### config.mk
export PLATFORM = sky130hd
export DESIGN_NAME = matrix_multiply_flat
export DESIGN_NICKNAME = d
export VERILOG_FILES = /design/src/sv/mm_pkg.sv /design/src/sv/mm_ifs.sv /design/src/sv/mm_ram.sv /design/src/sv/mm_ctrl.sv /design/src/sv/mm_dp.sv /design/src/sv/matrix_multiply.sv /design/src/flat_wrapper.sv
export SDC_FILE = /design/constraint.sdc
export NUM_CORES = 2
export LEC_CHECK = 0
export ABC_AREA = 1
export BUFFER_PORTS_ARGS = -buffer_cell sky130_fd_sc_hd__buf_2
export CAP_MARGIN = 20
export CORE_MARGIN = 4
export CORE_UTILIZATION = 30
export CTS_BUF_LIST = sky130_fd_sc_hd__clkbuf_8 sky130_fd_sc_hd__clkbuf_16
export CTS_CLUSTER_DIAMETER = 80
export DETAILED_ROUTE_END_ITERATION = 16
export GPL_ROUTABILITY_DRIVEN = 0
export SLEW_MARGIN = 20
export SYNTH_ARGS = -nofsm -noshare
export SYNTH_HDL_FRONTEND = slang
export SYNTH_SLANG_ARGS = --single-unit
### constraint.sdc
create_clock -name clk -period 7.2 [get_ports clk]
set_clock_uncertainty 0.2 [all_clocks]
set_input_delay 2.16 -clock clk [delete_from_list [all_inputs] [get_ports clk]]
set_output_delay 2.16 -clock clk [all_outputs]
set_load 0.02 [all_outputs]
### src/sv/mm_pkg.sv
`timescale 1ns / 1ps
// Package for the matrix multiply block: field widths, opcodes, register
// indexes and the command and status structs between controller and datapath.
// No dependencies.
package mm_pkg;

	// Field widths, fixed by the item formats
	localparam int OPC_W     = 2;
	localparam int IDX_W     = 3;
	localparam int VAL_W     = 16;
	localparam int PROD_W    = 2 * VAL_W;
	localparam int SUM_W     = 36;
	localparam int CFG_W     = 4;
	localparam int CFG_IDX_W = 2;

	// Reach of the 3-bit row and column fields
	localparam int INDEX_REACH = 8;

	// Default store side length
	localparam int MAX_DIM_DEF = 8;

	// Size register reset value
	localparam logic [CFG_W-1:0] DIM_RESET = 4'd8;

	// Opcodes
	localparam logic [OPC_W-1:0] OP_LOAD_A  = 2'd0;
	localparam logic [OPC_W-1:0] OP_LOAD_B  = 2'd1;
	localparam logic [OPC_W-1:0] OP_COMPUTE = 2'd2;

	// Configuration register indexes
	localparam logic [CFG_IDX_W-1:0] REG_ROWS_A    = 2'd0;
	localparam logic [CFG_IDX_W-1:0] REG_INNER_DIM = 2'd1;
	localparam logic [CFG_IDX_W-1:0] REG_COLS_B    = 2'd2;

	// Controller to datapath
	typedef struct packed {
		logic             load_a;
		logic             load_b;
		logic [IDX_W-1:0] ld_row;
		logic [IDX_W-1:0] ld_col;
		logic [VAL_W-1:0] ld_value;
		logic             issue;
		logic             k_first;
		logic             k_last;
		logic             last_elem;
		logic [IDX_W-1:0] i;
		logic [IDX_W-1:0] j;
		logic [IDX_W-1:0] k;
	} mm_cmd_t;

	// Datapath to controller
	typedef struct packed {
		logic adv;
	} mm_sts_t;

	// Tag that travels with each product through the pipeline
	typedef struct packed {
		logic             valid;
		logic             k_first;
		logic             k_last;
		logic             last_elem;
		logic [IDX_W-1:0] row;
		logic [IDX_W-1:0] col;
	} mm_tag_t;

endpackage

### src/sv/mm_ifs.sv
`timescale 1ns / 1ps
// Channel interfaces of the matrix multiply block: input items, result items
// and configuration writes. Depends on mm_pkg.

interface mm_item_if;
	import mm_pkg::*;
	logic                    valid;
	logic                    ready;
	logic [OPC_W-1:0]        opcode;
	logic [IDX_W-1:0]        row;
	logic [IDX_W-1:0]        col;
	logic signed [VAL_W-1:0] value;

	modport source (output valid, opcode, row, col, value, input ready);
	modport sink   (input valid, opcode, row, col, value, output ready);
endinterface

interface mm_result_if;
	import mm_pkg::*;
	logic                    valid;
	logic                    ready;
	logic [IDX_W-1:0]        out_row;
	logic [IDX_W-1:0]        out_col;
	logic signed [SUM_W-1:0] out_value;
	logic                    last;

	modport source (output valid, out_row, out_col, out_value, last, input ready);
	modport sink   (input valid, out_row, out_col, out_value, last, output ready);
endinterface

interface mm_cfg_if;
	import mm_pkg::*;
	logic                 valid;
	logic                 ready;
	logic [CFG_IDX_W-1:0] index;
	logic [CFG_W-1:0]     data;

	modport source (output valid, index, data, input ready);
	modport sink   (input valid, index, data, output ready);
endinterface

### src/sv/mm_ram.sv
`timescale 1ns / 1ps
// Generic single-port-write, single-port-read RAM with registered read data.
// No dependencies.
module mm_ram #(
	parameter int WIDTH = 16,
	parameter int DEPTH = 64
) (
	input  logic                     clk,
	input  logic                     we,
	input  logic [$clog2(DEPTH)-1:0] waddr,
	input  logic [WIDTH-1:0]         wdata,
	input  logic                     re,
	input  logic [$clog2(DEPTH)-1:0] raddr,
	output logic [WIDTH-1:0]         rdata
);

	logic [WIDTH-1:0] mem_q [DEPTH];

	// Write port
	always_ff @(posedge clk) begin
		if (we) begin
			mem_q[waddr] <= wdata;
		end
	end

	// Registered read, held while re is low
	always_ff @(posedge clk) begin
		if (re) begin
			rdata <= mem_q[raddr];
		end
	end

endmodule

### src/sv/mm_ctrl.sv
`timescale 1ns / 1ps
// Controller of the matrix multiply block: size registers, input handshake
// and the row/column/inner loop counters. Depends on mm_pkg and mm_ifs.
module mm_ctrl #(
	parameter int MAX_DIM = mm_pkg::MAX_DIM_DEF
) (
	input  logic            clk,
	input  logic            arst_n,
	mm_item_if.sink         item,
	mm_cfg_if.sink          cfg,
	input  mm_pkg::mm_sts_t sts,
	output mm_pkg::mm_cmd_t cmd
);
	import mm_pkg::*;

	// Largest usable size: store side or index reach, whichever is smaller
	localparam int DIM_LIM = (MAX_DIM < INDEX_REACH) ? MAX_DIM : INDEX_REACH;

	localparam logic S_IDLE = 1'b0;
	localparam logic S_RUN  = 1'b1;

	logic             state_q;
	logic [CFG_W-1:0] rows_a_q;
	logic [CFG_W-1:0] inner_dim_q;
	logic [CFG_W-1:0] cols_b_q;
	logic [IDX_W-1:0] i_q;
	logic [IDX_W-1:0] j_q;
	logic [IDX_W-1:0] k_q;
	logic [IDX_W-1:0] nr_m1;
	logic [IDX_W-1:0] nk_m1;
	logic [IDX_W-1:0] nc_m1;
	logic             accept;
	logic             step;
	logic             k_end;
	logic             j_end;
	logic             i_end;

	// Size register clamped to 1..DIM_LIM, minus one
	function automatic logic [IDX_W-1:0] dim_m1(input logic [CFG_W-1:0] d);
		logic [CFG_W-1:0] c;
		c = d;
		if (d == '0) begin
			c = CFG_W'(1);
		end else if (d > CFG_W'(DIM_LIM)) begin
			c = CFG_W'(DIM_LIM);
		end
		dim_m1 = IDX_W'(c - CFG_W'(1));
	endfunction

	assign nr_m1 = dim_m1(rows_a_q);
	assign nk_m1 = dim_m1(inner_dim_q);
	assign nc_m1 = dim_m1(cols_b_q);

	// Configuration writes, always taken
	assign cfg.ready = 1'b1;

	always_ff @(posedge clk or negedge arst_n) begin
		if (!arst_n) begin
			rows_a_q    <= DIM_RESET;
			inner_dim_q <= DIM_RESET;
			cols_b_q    <= DIM_RESET;
		end else if (cfg.valid) begin
			case (cfg.index)
				REG_ROWS_A:    rows_a_q    <= cfg.data;
				REG_INNER_DIM: inner_dim_q <= cfg.data;
				REG_COLS_B:    cols_b_q    <= cfg.data;
				default: ;
			endcase
		end
	end

	// Items are taken only while no product sweep is being issued
	assign item.ready = (state_q == S_IDLE);
	assign accept     = item.valid && item.ready;

	assign step  = (state_q == S_RUN) && sts.adv;
	assign k_end = (k_q == nk_m1);
	assign j_end = (j_q == nc_m1);
	assign i_end = (i_q == nr_m1);

	// State and loop counters
	always_ff @(posedge clk or negedge arst_n) begin
		if (!arst_n) begin
			state_q <= S_IDLE;
			i_q     <= '0;
			j_q     <= '0;
			k_q     <= '0;
		end else begin
			case (state_q)
				S_IDLE: begin
					if (accept && item.opcode == OP_COMPUTE) begin
						state_q <= S_RUN;
						i_q     <= '0;
						j_q     <= '0;
						k_q     <= '0;
					end
				end
				S_RUN: begin
					if (step) begin
						if (k_end) begin
							k_q <= '0;
							if (j_end) begin
								j_q <= '0;
								if (i_end) begin
									state_q <= S_IDLE;
								end else begin
									i_q <= i_q + 1'b1;
								end
							end else begin
								j_q <= j_q + 1'b1;
							end
						end else begin
							k_q <= k_q + 1'b1;
						end
					end
				end
				default: state_q <= S_IDLE;
			endcase
		end
	end

	// Commands to the datapath
	always_comb begin
		cmd           = '0;
		cmd.load_a    = accept && (item.opcode == OP_LOAD_A);
		cmd.load_b    = accept && (item.opcode == OP_LOAD_B);
		cmd.ld_row    = item.row;
		cmd.ld_col    = item.col;
		cmd.ld_value  = item.value;
		cmd.issue     = (state_q == S_RUN);
		cmd.k_first   = (k_q == '0);
		cmd.k_last    = k_end;
		cmd.last_elem = i_end && j_end;
		cmd.i         = i_q;
		cmd.j         = j_q;
		cmd.k         = k_q;
	end

endmodule

### src/sv/mm_dp.sv
`timescale 1ns / 1ps
// Datapath of the matrix multiply block: A and B stores, multiplier,
// accumulator and result register. Depends on mm_pkg, mm_ifs and mm_ram.
module mm_dp #(
	parameter int MAX_DIM = mm_pkg::MAX_DIM_DEF
) (
	input  logic            clk,
	input  logic            arst_n,
	input  mm_pkg::mm_cmd_t cmd,
	output mm_pkg::mm_sts_t sts,
	mm_result_if.source     result
);
	import mm_pkg::*;

	localparam int DEPTH  = MAX_DIM * MAX_DIM;
	localparam int ADDR_W = $clog2(DEPTH);

	logic                     adv;
	logic                     ld_in_range;
	logic [ADDR_W-1:0]        waddr;
	logic [ADDR_W-1:0]        a_raddr;
	logic [ADDR_W-1:0]        b_raddr;
	logic [VAL_W-1:0]         a_rdata;
	logic [VAL_W-1:0]         b_rdata;
	mm_tag_t                  tag_s1;
	mm_tag_t                  tag_s2;
	logic signed [PROD_W-1:0] prod_s2;
	logic signed [SUM_W-1:0]  acc_q;
	logic signed [SUM_W-1:0]  sum;
	logic                     out_valid_q;
	logic [IDX_W-1:0]         out_row_q;
	logic [IDX_W-1:0]         out_col_q;
	logic signed [SUM_W-1:0]  out_value_q;
	logic                     out_last_q;

	// Whole pipeline moves unless a finished result is still waiting
	assign adv     = !out_valid_q || result.ready;
	assign sts.adv = adv;

	// Load address, out-of-range loads dropped
	assign ld_in_range = (32'(cmd.ld_row) < 32'(MAX_DIM)) && (32'(cmd.ld_col) < 32'(MAX_DIM));
	assign waddr = ADDR_W'(cmd.ld_row) * ADDR_W'(MAX_DIM) + ADDR_W'(cmd.ld_col);

	// Read addresses: A[i][k], B[k][j]
	assign a_raddr = ADDR_W'(cmd.i) * ADDR_W'(MAX_DIM) + ADDR_W'(cmd.k);
	assign b_raddr = ADDR_W'(cmd.k) * ADDR_W'(MAX_DIM) + ADDR_W'(cmd.j);

	mm_ram #(
		.WIDTH (VAL_W),
		.DEPTH (DEPTH)
	) u_a_ram (
		.clk   (clk),
		.we    (cmd.load_a && ld_in_range),
		.waddr (waddr),
		.wdata (cmd.ld_value),
		.re    (adv),
		.raddr (a_raddr),
		.rdata (a_rdata)
	);

	mm_ram #(
		.WIDTH (VAL_W),
		.DEPTH (DEPTH)
	) u_b_ram (
		.clk   (clk),
		.we    (cmd.load_b && ld_in_range),
		.waddr (waddr),
		.wdata (cmd.ld_value),
		.re    (adv),
		.raddr (b_raddr),
		.rdata (b_rdata)
	);

	// Tag pipeline alongside the read and the multiply
	always_ff @(posedge clk or negedge arst_n) begin
		if (!arst_n) begin
			tag_s1 <= '0;
			tag_s2 <= '0;
		end else if (adv) begin
			tag_s1.valid     <= cmd.issue;
			tag_s1.k_first   <= cmd.k_first;
			tag_s1.k_last    <= cmd.k_last;
			tag_s1.last_elem <= cmd.last_elem;
			tag_s1.row       <= cmd.i;
			tag_s1.col       <= cmd.j;
			tag_s2           <= tag_s1;
		end
	end

	// Multiply stage
	always_ff @(posedge clk) begin
		if (adv) begin
			prod_s2 <= $signed(a_rdata) * $signed(b_rdata);
		end
	end

	// Accumulate; the first inner step starts from zero
	assign sum = (tag_s2.k_first ? '0 : acc_q)
		+ {{(SUM_W-PROD_W){prod_s2[PROD_W-1]}}, prod_s2};

	always_ff @(posedge clk) begin
		if (adv && tag_s2.valid) begin
			acc_q <= sum;
		end
	end

	// Result register
	always_ff @(posedge clk or negedge arst_n) begin
		if (!arst_n) begin
			out_valid_q <= 1'b0;
		end else if (adv) begin
			out_valid_q <= tag_s2.valid && tag_s2.k_last;
		end
	end

	always_ff @(posedge clk) begin
		if (adv && tag_s2.valid && tag_s2.k_last) begin
			out_row_q   <= tag_s2.row;
			out_col_q   <= tag_s2.col;
			out_value_q <= sum;
			out_last_q  <= tag_s2.last_elem;
		end
	end

	assign result.valid     = out_valid_q;
	assign result.out_row   = out_row_q;
	assign result.out_col   = out_col_q;
	assign result.out_value = out_value_q;
	assign result.last      = out_last_q;

endmodule

### src/sv/matrix_multiply.sv
`timescale 1ns / 1ps
// Fixed-point matrix multiply C = A x B: top level joining controller and
// datapath. Depends on mm_pkg, mm_ifs, mm_ctrl and mm_dp.
//
// Load items (opcode 0 for A, 1 for B) write one signed Q8.8 element and are
// taken one per cycle while no compute runs; a load with row or column at or
// beyond MAX_DIM is dropped. A compute item (opcode 2) emits every element of
// C in row-major order as exact Q20.16 sums, the final one flagged by last.
// Sizes come from the rows_a, inner_dim and cols_b registers, where 0 acts as
// 1 and values above min(MAX_DIM, 8) act as that limit. A single multiply-
// accumulate unit does one inner product term per cycle while no result is
// held, so a compute item keeps the input closed until all rows_a x cols_b x
// inner_dim terms are issued; each result passes the store read, multiply
// and accumulate-result registers. A result not taken holds the whole pipeline.
// Elements of A and B must be written before a compute reads them.
module matrix_multiply #(
	parameter int MAX_DIM = mm_pkg::MAX_DIM_DEF
) (
	input  logic        clk,
	input  logic        arst_n,
	mm_item_if.sink     item,
	mm_result_if.source result,
	mm_cfg_if.sink      cfg
);
	import mm_pkg::*;

	mm_cmd_t cmd;
	mm_sts_t sts;

	mm_ctrl #(
		.MAX_DIM (MAX_DIM)
	) u_ctrl (
		.clk    (clk),
		.arst_n (arst_n),
		.item   (item),
		.cfg    (cfg),
		.sts    (sts),
		.cmd    (cmd)
	);

	mm_dp #(
		.MAX_DIM (MAX_DIM)
	) u_dp (
		.clk    (clk),
		.arst_n (arst_n),
		.cmd    (cmd),
		.sts    (sts),
		.result (result)
	);

endmodule

### src/flat_wrapper.sv
// flat-port wrapper written by rule: the top's interface ports become plain ports
module matrix_multiply_flat import mm_pkg::*;
#(
	parameter int MAX_DIM = mm_pkg::MAX_DIM_DEF
)
  (clk, arst_n, item_valid, item_opcode, item_row, item_col, item_value, item_ready, result_valid, result_out_row, result_out_col, result_out_value, result_last, result_ready, cfg_valid, cfg_index, cfg_data, cfg_ready);
  mm_item_if item_i ();
  mm_result_if result_i ();
  mm_cfg_if cfg_i ();
  input  logic clk;
  input  logic arst_n;
  input wire logic [$bits(item_i.valid)-1:0] item_valid;
  input wire logic [$bits(item_i.opcode)-1:0] item_opcode;
  input wire logic [$bits(item_i.row)-1:0] item_row;
  input wire logic [$bits(item_i.col)-1:0] item_col;
  input wire logic [$bits(item_i.value)-1:0] item_value;
  output wire logic [$bits(item_i.ready)-1:0] item_ready;
  output wire logic [$bits(result_i.valid)-1:0] result_valid;
  output wire logic [$bits(result_i.out_row)-1:0] result_out_row;
  output wire logic [$bits(result_i.out_col)-1:0] result_out_col;
  output wire logic [$bits(result_i.out_value)-1:0] result_out_value;
  output wire logic [$bits(result_i.last)-1:0] result_last;
  input wire logic [$bits(result_i.ready)-1:0] result_ready;
  input wire logic [$bits(cfg_i.valid)-1:0] cfg_valid;
  input wire logic [$bits(cfg_i.index)-1:0] cfg_index;
  input wire logic [$bits(cfg_i.data)-1:0] cfg_data;
  output wire logic [$bits(cfg_i.ready)-1:0] cfg_ready;
  assign item_i.valid = item_valid;
  assign item_i.opcode = item_opcode;
  assign item_i.row = item_row;
  assign item_i.col = item_col;
  assign item_i.value = item_value;
  assign item_ready = item_i.ready;
  assign result_valid = result_i.valid;
  assign result_out_row = result_i.out_row;
  assign result_out_col = result_i.out_col;
  assign result_out_value = result_i.out_value;
  assign result_last = result_i.last;
  assign result_i.ready = result_ready;
  assign cfg_i.valid = cfg_valid;
  assign cfg_i.index = cfg_index;
  assign cfg_i.data = cfg_data;
  assign cfg_ready = cfg_i.ready;
  matrix_multiply #(.MAX_DIM(MAX_DIM)) u_core (.clk(clk), .arst_n(arst_n), .item(item_i), .result(result_i), .cfg(cfg_i));
endmodule
======== After elaboration in Yosys (flattened, before gate mapping) ========
Memory sizes are Yosys's and may differ from the RTL's. A register that Yosys moved wholly into a read port is not among the register bits.
Index checks and enable logic that the tools add are counted.
word-level totals
  bits in registers ....................... 154
  RAM bits ................................ 2,048
  input bits .............................. 35
  word-level logic and storage cells ...... 108
  memories ................................ 2
operators by class
  add/subtract/negate cells ............... 10
  $mul .................................... 1
  magnitude comparators ................... 3
  eq/ne operators ......................... 12
  multiplexer cells ....................... 30
  bitwise logic cells ..................... 1
  reduce and logical (&&, ||, !) cells .... 23
memories
  memory                     depth  bits a word  read ports  clocked after Yosys merged registers in  wr ports  line          text
  u_core.u_dp.u_a_ram.mem_q  64     16           1           1                                        1         mm_ram.sv:17  logic [WIDTH-1:0] mem_q [DEPTH];
  u_core.u_dp.u_b_ram.mem_q  64     16           1           1                                        1         mm_ram.sv:17
operator list
  kind                   count
  $mux W3                16
  $add A36 B36 Y36       1
  $mux W36               1
  $mul A16 B16 Y32       1
  $add A6 B3 Y6          3
  $pmux W3 S2            3
  $gt A4 B4 Y1 const B   3
  $logic_not A4 Y1       3
  $add A3 B1 Y3 const B  3
  $eq A3 B3 Y1           3
  $logic_and A1 B1 Y1    9
  $mux W1                9
  $sub A3 B1 Y3 const B  3
  $ne A2 B1 Y1 const B   4
  $reduce_and A2 Y1      4
  $reduce_and A5 Y1      1
  $eq A2 B1 Y1 const B   2
  $eq A2 B2 Y1 const B   2
  $logic_not A2 Y1       2
  $logic_not A3 Y1       1
  $reduce_and A3 Y1      1
  $ne A2 B2 Y1 const B   1
  $pmux W1 S2            1
  $logic_not A1 Y1       1
  other kinds (2)        2

======== Logic depth before layout (Yosys ltp) ========
  word-level depth ........................ 10
  mapped depth ............................ 27
  depth with buffers taken out ............ 25

======== Modules after synthesis ========
From an unflattened synthesis, not the netlist that was laid out.
second synthesis, totals
  cell total of the unflattened synthesis .. 9,504
  area, all modules ....................... 103,986.0 um^2
modules (own cells, without submodules)
  module   times used  cells an instance  area an instance (um^2)  sequential area each (um^2)
  mm_ram   2           3,517              42,259.3                 31,230.0
  mm_dp    1           2,247              17,832.1                 3,858.7
  mm_ctrl  1           223                1,635.3                  554.3

======== Worst setup path before layout ========
OpenSTA, ideal clock, no wires.
  kind .................................... in2reg
  start point ............................. input port result_ready
  end point ............................... register u_core.u_dp.out_last_q, in the netlist u_core.u_dp.result.last (enable)
  setup time .............................. 0.497 ns
  data arrival time ....................... 5.546 ns
  data required time ...................... 6.503 ns
  setup slack ............................. 0.957 ns
  stages on the path ...................... 4
  path buffers ............................ 2
  cell sequence ........................... nor2_1 clkbuf_1 clkbuf_1 nor3_1
on the way
  word-level cells in the longest chain between the ends .. 3
RTL lines
  item                               line                text
  start, declared                    flat_wrapper.sv:23  input wire logic [$bits(result_i.ready)-1:0] result_ready;
  $logic_or A1 B1 Y1                 mm_dp.sv:37         assign adv = !out_valid_q || result.ready;
  $logic_and A1 B1 Y1 (2 in series)  mm_dp.sv:117        if (adv && tag_s2.valid && tag_s2.k_last) begin
  end signal, assigned               mm_dp.sv:121        out_last_q <= tag_s2.last_elem;
  end, declared                      mm_dp.sv:34         logic out_last_q;
No other way between the ends.
A chain may end at the register's enable or synchronous reset.

======== Final worst setup path ========
  start point ............................. register u_core.u_dp.u_a_ram.rdata[15], read port of u_core.u_dp.u_a_ram.mem_q
  end point ............................... register u_core.u_dp.prod_s2[28] (data pin)
on the way
  word-level cells in the longest chain between the ends .. 1
RTL lines
  item                  line          text
  start, declared       mm_ram.sv:14  output logic [WIDTH-1:0] rdata
  $mul A16 B16 Y32      mm_dp.sv:93   prod_s2 <= $signed(a_rdata) * $signed(b_rdata);
  end signal, assigned  mm_dp.sv:93
  end, declared         mm_dp.sv:27   logic signed [PROD_W-1:0] prod_s2;
No other way between the ends.

==> results.md <==
- Area grow syn2layout: 12.9%
- Syn_nets: 9,744
- Fin Hold WS: ~270 ps
- Slew Limit Headroom: 0.207
- Congestion Overflow GR: 0
- Worst-path clk slew: about 60 ps
- Final Setup Violations: 0
- Global Route Usage Sum: 0.158
- Number of synthesized register bits: between 2,000 and 2,500
- Clock Latency Late Sink: 890 ps
- Initial core utilization: 0.301
- Final net count: approximately 9,700
- IO Pins: 81
- Critical path buffer and inverter count: 5
- Tmin final: 6290 ps
- CP top delay family: adder cells
- Initial antenna violation count: 9
- Crit end category: flip-flop
- Syn Area/Cell: around 11 sq um
- Setup Fix Bufs, Post-CTS: 0
- Worst Path Max Fanout: 16
- Final HPWL DP: around 170,000 um
- Post-route cell area: 0.116 sq mm
- WL final: between 200,000 and 300,000 um
- Worst Hold Class: flip-flop to flip-flop
- Startpoint types: flip-flop
- First-pass iteration count of the detailed router: 7
- Vias per cell: between 4 and 5
- Clock sinks: about 2,200
- Die X: 592 um
- Crit-path cells: nand2_1 -> inv_1 -> fa_1 -> fa_1 -> inv_1 -> fa_1 -> fa_1 -> inv_1 -> fa_1 -> inv_1 -> fa_1 -> inv_1 -> ha_1 -> a21oi_1 -> o21ai_0 -> nand2_1 -> nand2_1 -> a21oi_1 -> nand2_1 -> nand2_1 -> nand2_1
- Max Fclk: about 0.16 GHz
- Root Driver: clkbuf_16
- Placed cell area: 0.108 sq mm
- TritonCTS buffer count: between 200 and 250
- Worst EP required: about 7600 ps
- Die area: ~0.35 sq mm
- RSZ-0062 raised after global routing: no
- Number of H-tree levels: 4
- Max clock buf depth: 4
- First-pass GRT wire length: around 430,000 um
- Setup TNS: 0 ps
- Core area: approximately 0.34 sq mm
- Post-route ant nets: 0
- Post-synth cell types: 34
- Critical path arrival: roughly 6700 ps
- Post-CTS Resized: 0
- Gate Count Post-Synth: approximately 9,300
- Vias: ~68,000
- Sequential-to-total area share from yosys stat: 0.653
- Max-cap violations: 0
- Cell Rows: roughly 210
- Synth Cell Area: around 0.10 sq mm
- DRC: 0
- Final hold violations: 0
- Detailed Route Iter0 Violations: around 7,000
- YS warnings: 0
- Worst path max stage delay: between 800 and 900 ps
- CTS tree: built
- Run status: complete, no violations
- Fraction of layout cells with a size suffix above 1: 0.0727
- Final period util: 0.873
- Filler cell count: between 30,000 and 40,000
- Fin. max-slew vios: 0
- Vias in the first global route: about 65,000
- Die H: between 500 and 600 um
- Worst-margin pin slew: 1190 ps
- Drt wl/cell: slightly above 20 um
- I/O Buffers: a little under 80
- Largest net degree at the start of global routing: a little under 200
- Crit path kind: flip-flop to flip-flop
- Slowest cell on crit path: fa_1
- Hold buffers post-CTS: 0
- Layout Utilization: 0.340
-- path summary, 6_finish.rpt --
| path | cells past startpoint | end | startpoint | slack, ps |
|---|---|---|---|---|
| worst max-delay path | 21 | u_core.u_dp.prod_s2[28] | u_core.u_dp.u_a_ram.rdata[15] | 910 |
| worst min-delay path | 2 | u_core.u_dp.tag_s2[5] | u_core.u_dp.tag_s1[5] | 270 |
| worst max register to register | 21 | u_core.u_dp.prod_s2[28] | u_core.u_dp.u_a_ram.rdata[15] | 910 |
| worst min register to register | 2 | u_core.u_dp.tag_s2[5] | u_core.u_dp.tag_s1[5] | 270 |
| max in group asynchronous | 2 | u_core.u_ctrl.k_q[0] | arst_n | 5000 |
| min in group asynchronous | 2 | u_core.u_ctrl.rows_a_q[0] | arst_n | 1230 |
-- final cells by class --
type / count / area [sq um] / share of cell area
Antenna cell: 6 / 15.0 / 0.000130
Clock buffer: 234 / 5860 / 0.0506
Clock inverter: 187 / 1620 / 0.0140
Inverter: 612 / 2340 / 0.0202
Multi-Input combinational cell: 5947 / 31000 / 0.268
Sequential cell: 2234 / 66900 / 0.578
Tap cell: 4536 / 5680 / 0.0491
Timing Repair Buffer: 288 / 2260 / 0.0196
-- cell families (layout without fill, tap and decap cells) --
| logic type | Yosys count | count (layout) | synth area share |
|---|---|---|---|
| compound gates | 139 | 139 | 0.00729 |
| xor+xnor | 56 | 56 | 0.00479 |
| fa+ha+maj | 387 | 387 | 0.0665 |
| buf+inv | 1141 | 1321 | 0.0466 |
| flops | 2234 | 2234 | 0.653 |
| other cells | 1 | 7 | 0.0000366 |
| simple gates | 5364 | 5364 | 0.222 |
-- routing by layer --
| metal | track usage | part of all wire | vias up |
|---|---|---|---|
| li1 | - | - | 31600 |
| met1 | 0.215 | 0.42 | 33400 |
| met2 | 0.257 | 0.47 | 2553 |
| met3 | 0.0227 | 0.072 | 485 |
| met4 | 0.0596 | 0.039 | 2 |
| met5 | 0 | 0.000046 | - |
-- flip-flops by register name, indices dropped and copies added, names as in the netlist, 4 cells and up --
register and flops:
u_core.u_dp.u_a_ram.rdata 16, u_core.u_ctrl.inner_dim_q 4, u_core.u_dp.acc_q 36, u_core.u_dp.u_b_ram.rdata 16, u_core.u_dp.tag_s2 10, u_core.u_ctrl.cols_b_q 4
u_core.u_dp.result.out_value 36, u_core.u_dp.tag_s1 10, u_core.u_dp.prod_s2 32, u_core.u_ctrl.rows_a_q 4, u_core.u_dp.u_b_ram.mem_q 1024, u_core.u_dp.u_a_ram.mem_q 1024
-- cell usage after synthesis --
cell,n,area share
and2_1,16,0.00098
nor3_1,28,0.0014
nand3_1,1949,0.095
a21o_1,2,0.00015
o21a_1,3,0.00022
buf_6,1,0.00011
conb_1,1,0.000037
o22ai_1,1,0.000061
o21bai_1,13,0.00095
o21ai_0,58,0.0028
buf_2,279,0.014
dfrtp_1,40,0.0098
o211ai_1,1,0.000073
xor2_1,45,0.0038
nand2_2,1,0.000061
nor4_1,2,0.00012
fa_1,263,0.051
clkbuf_1,168,0.0062
inv_2,3,0.00011
nand3b_1,4,0.00029
ha_1,124,0.015
nand2_1,3036,0.11
clkinv_1,1,0.000037
buf_4,35,0.0026
a21boi_0,1,0.000073
dfstp_2,3,0.00077
xnor2_1,11,0.00094
nand4_1,23,0.0014
inv_1,608,0.022
nor2_1,300,0.011
buf_1,46,0.0017
or2_2,5,0.00031
a21oi_1,60,0.0029
edfxtp_1,2191,0.64
-- stage by stage --
| step | instances | setup slack, ps |
|---|---|---|
| finish | 14000 | 914 |
| global placement | 13600 | 810 |
| floorplan | 9322 | 957 |
| detailed placement | 13600 | 858 |
| CTS | 14000 | 865 |
| global route | 14000 | 400 |
-- worst reg2reg max path, stage by stage, from the launching register on --
cell	delay [ps]
edfxtp_1	600
nand2_1	220
inv_1	110
fa_1	630
fa_1	830
inv_1	170
fa_1	450
fa_1	540
inv_1	50
fa_1	530
inv_1	50
fa_1	470
inv_1	40
ha_1	340
a21oi_1	190
o21ai_0	150
nand2_1	80
nand2_1	50
a21oi_1	180
nand2_1	70
nand2_1	60
nand2_1	40
-- placed cells by master, fill, tap and decap left out, types with 48 or more instances in the layout --
cell / count
a21oi_1: 60
buf_2: 63
buf_4: 203
clkbuf_16: 234
clkinv_1: 55
clkinv_2: 48
edfxtp_1: 2191
fa_1: 263
ha_1: 124
inv_1: 642
nand2_1: 3036
nand3_1: 1947
nor2_1: 253
o21ai_0: 58
Power is not shown: default switching activity piles up to over one toggle a cycle in this logic, so the estimate is an artifact.
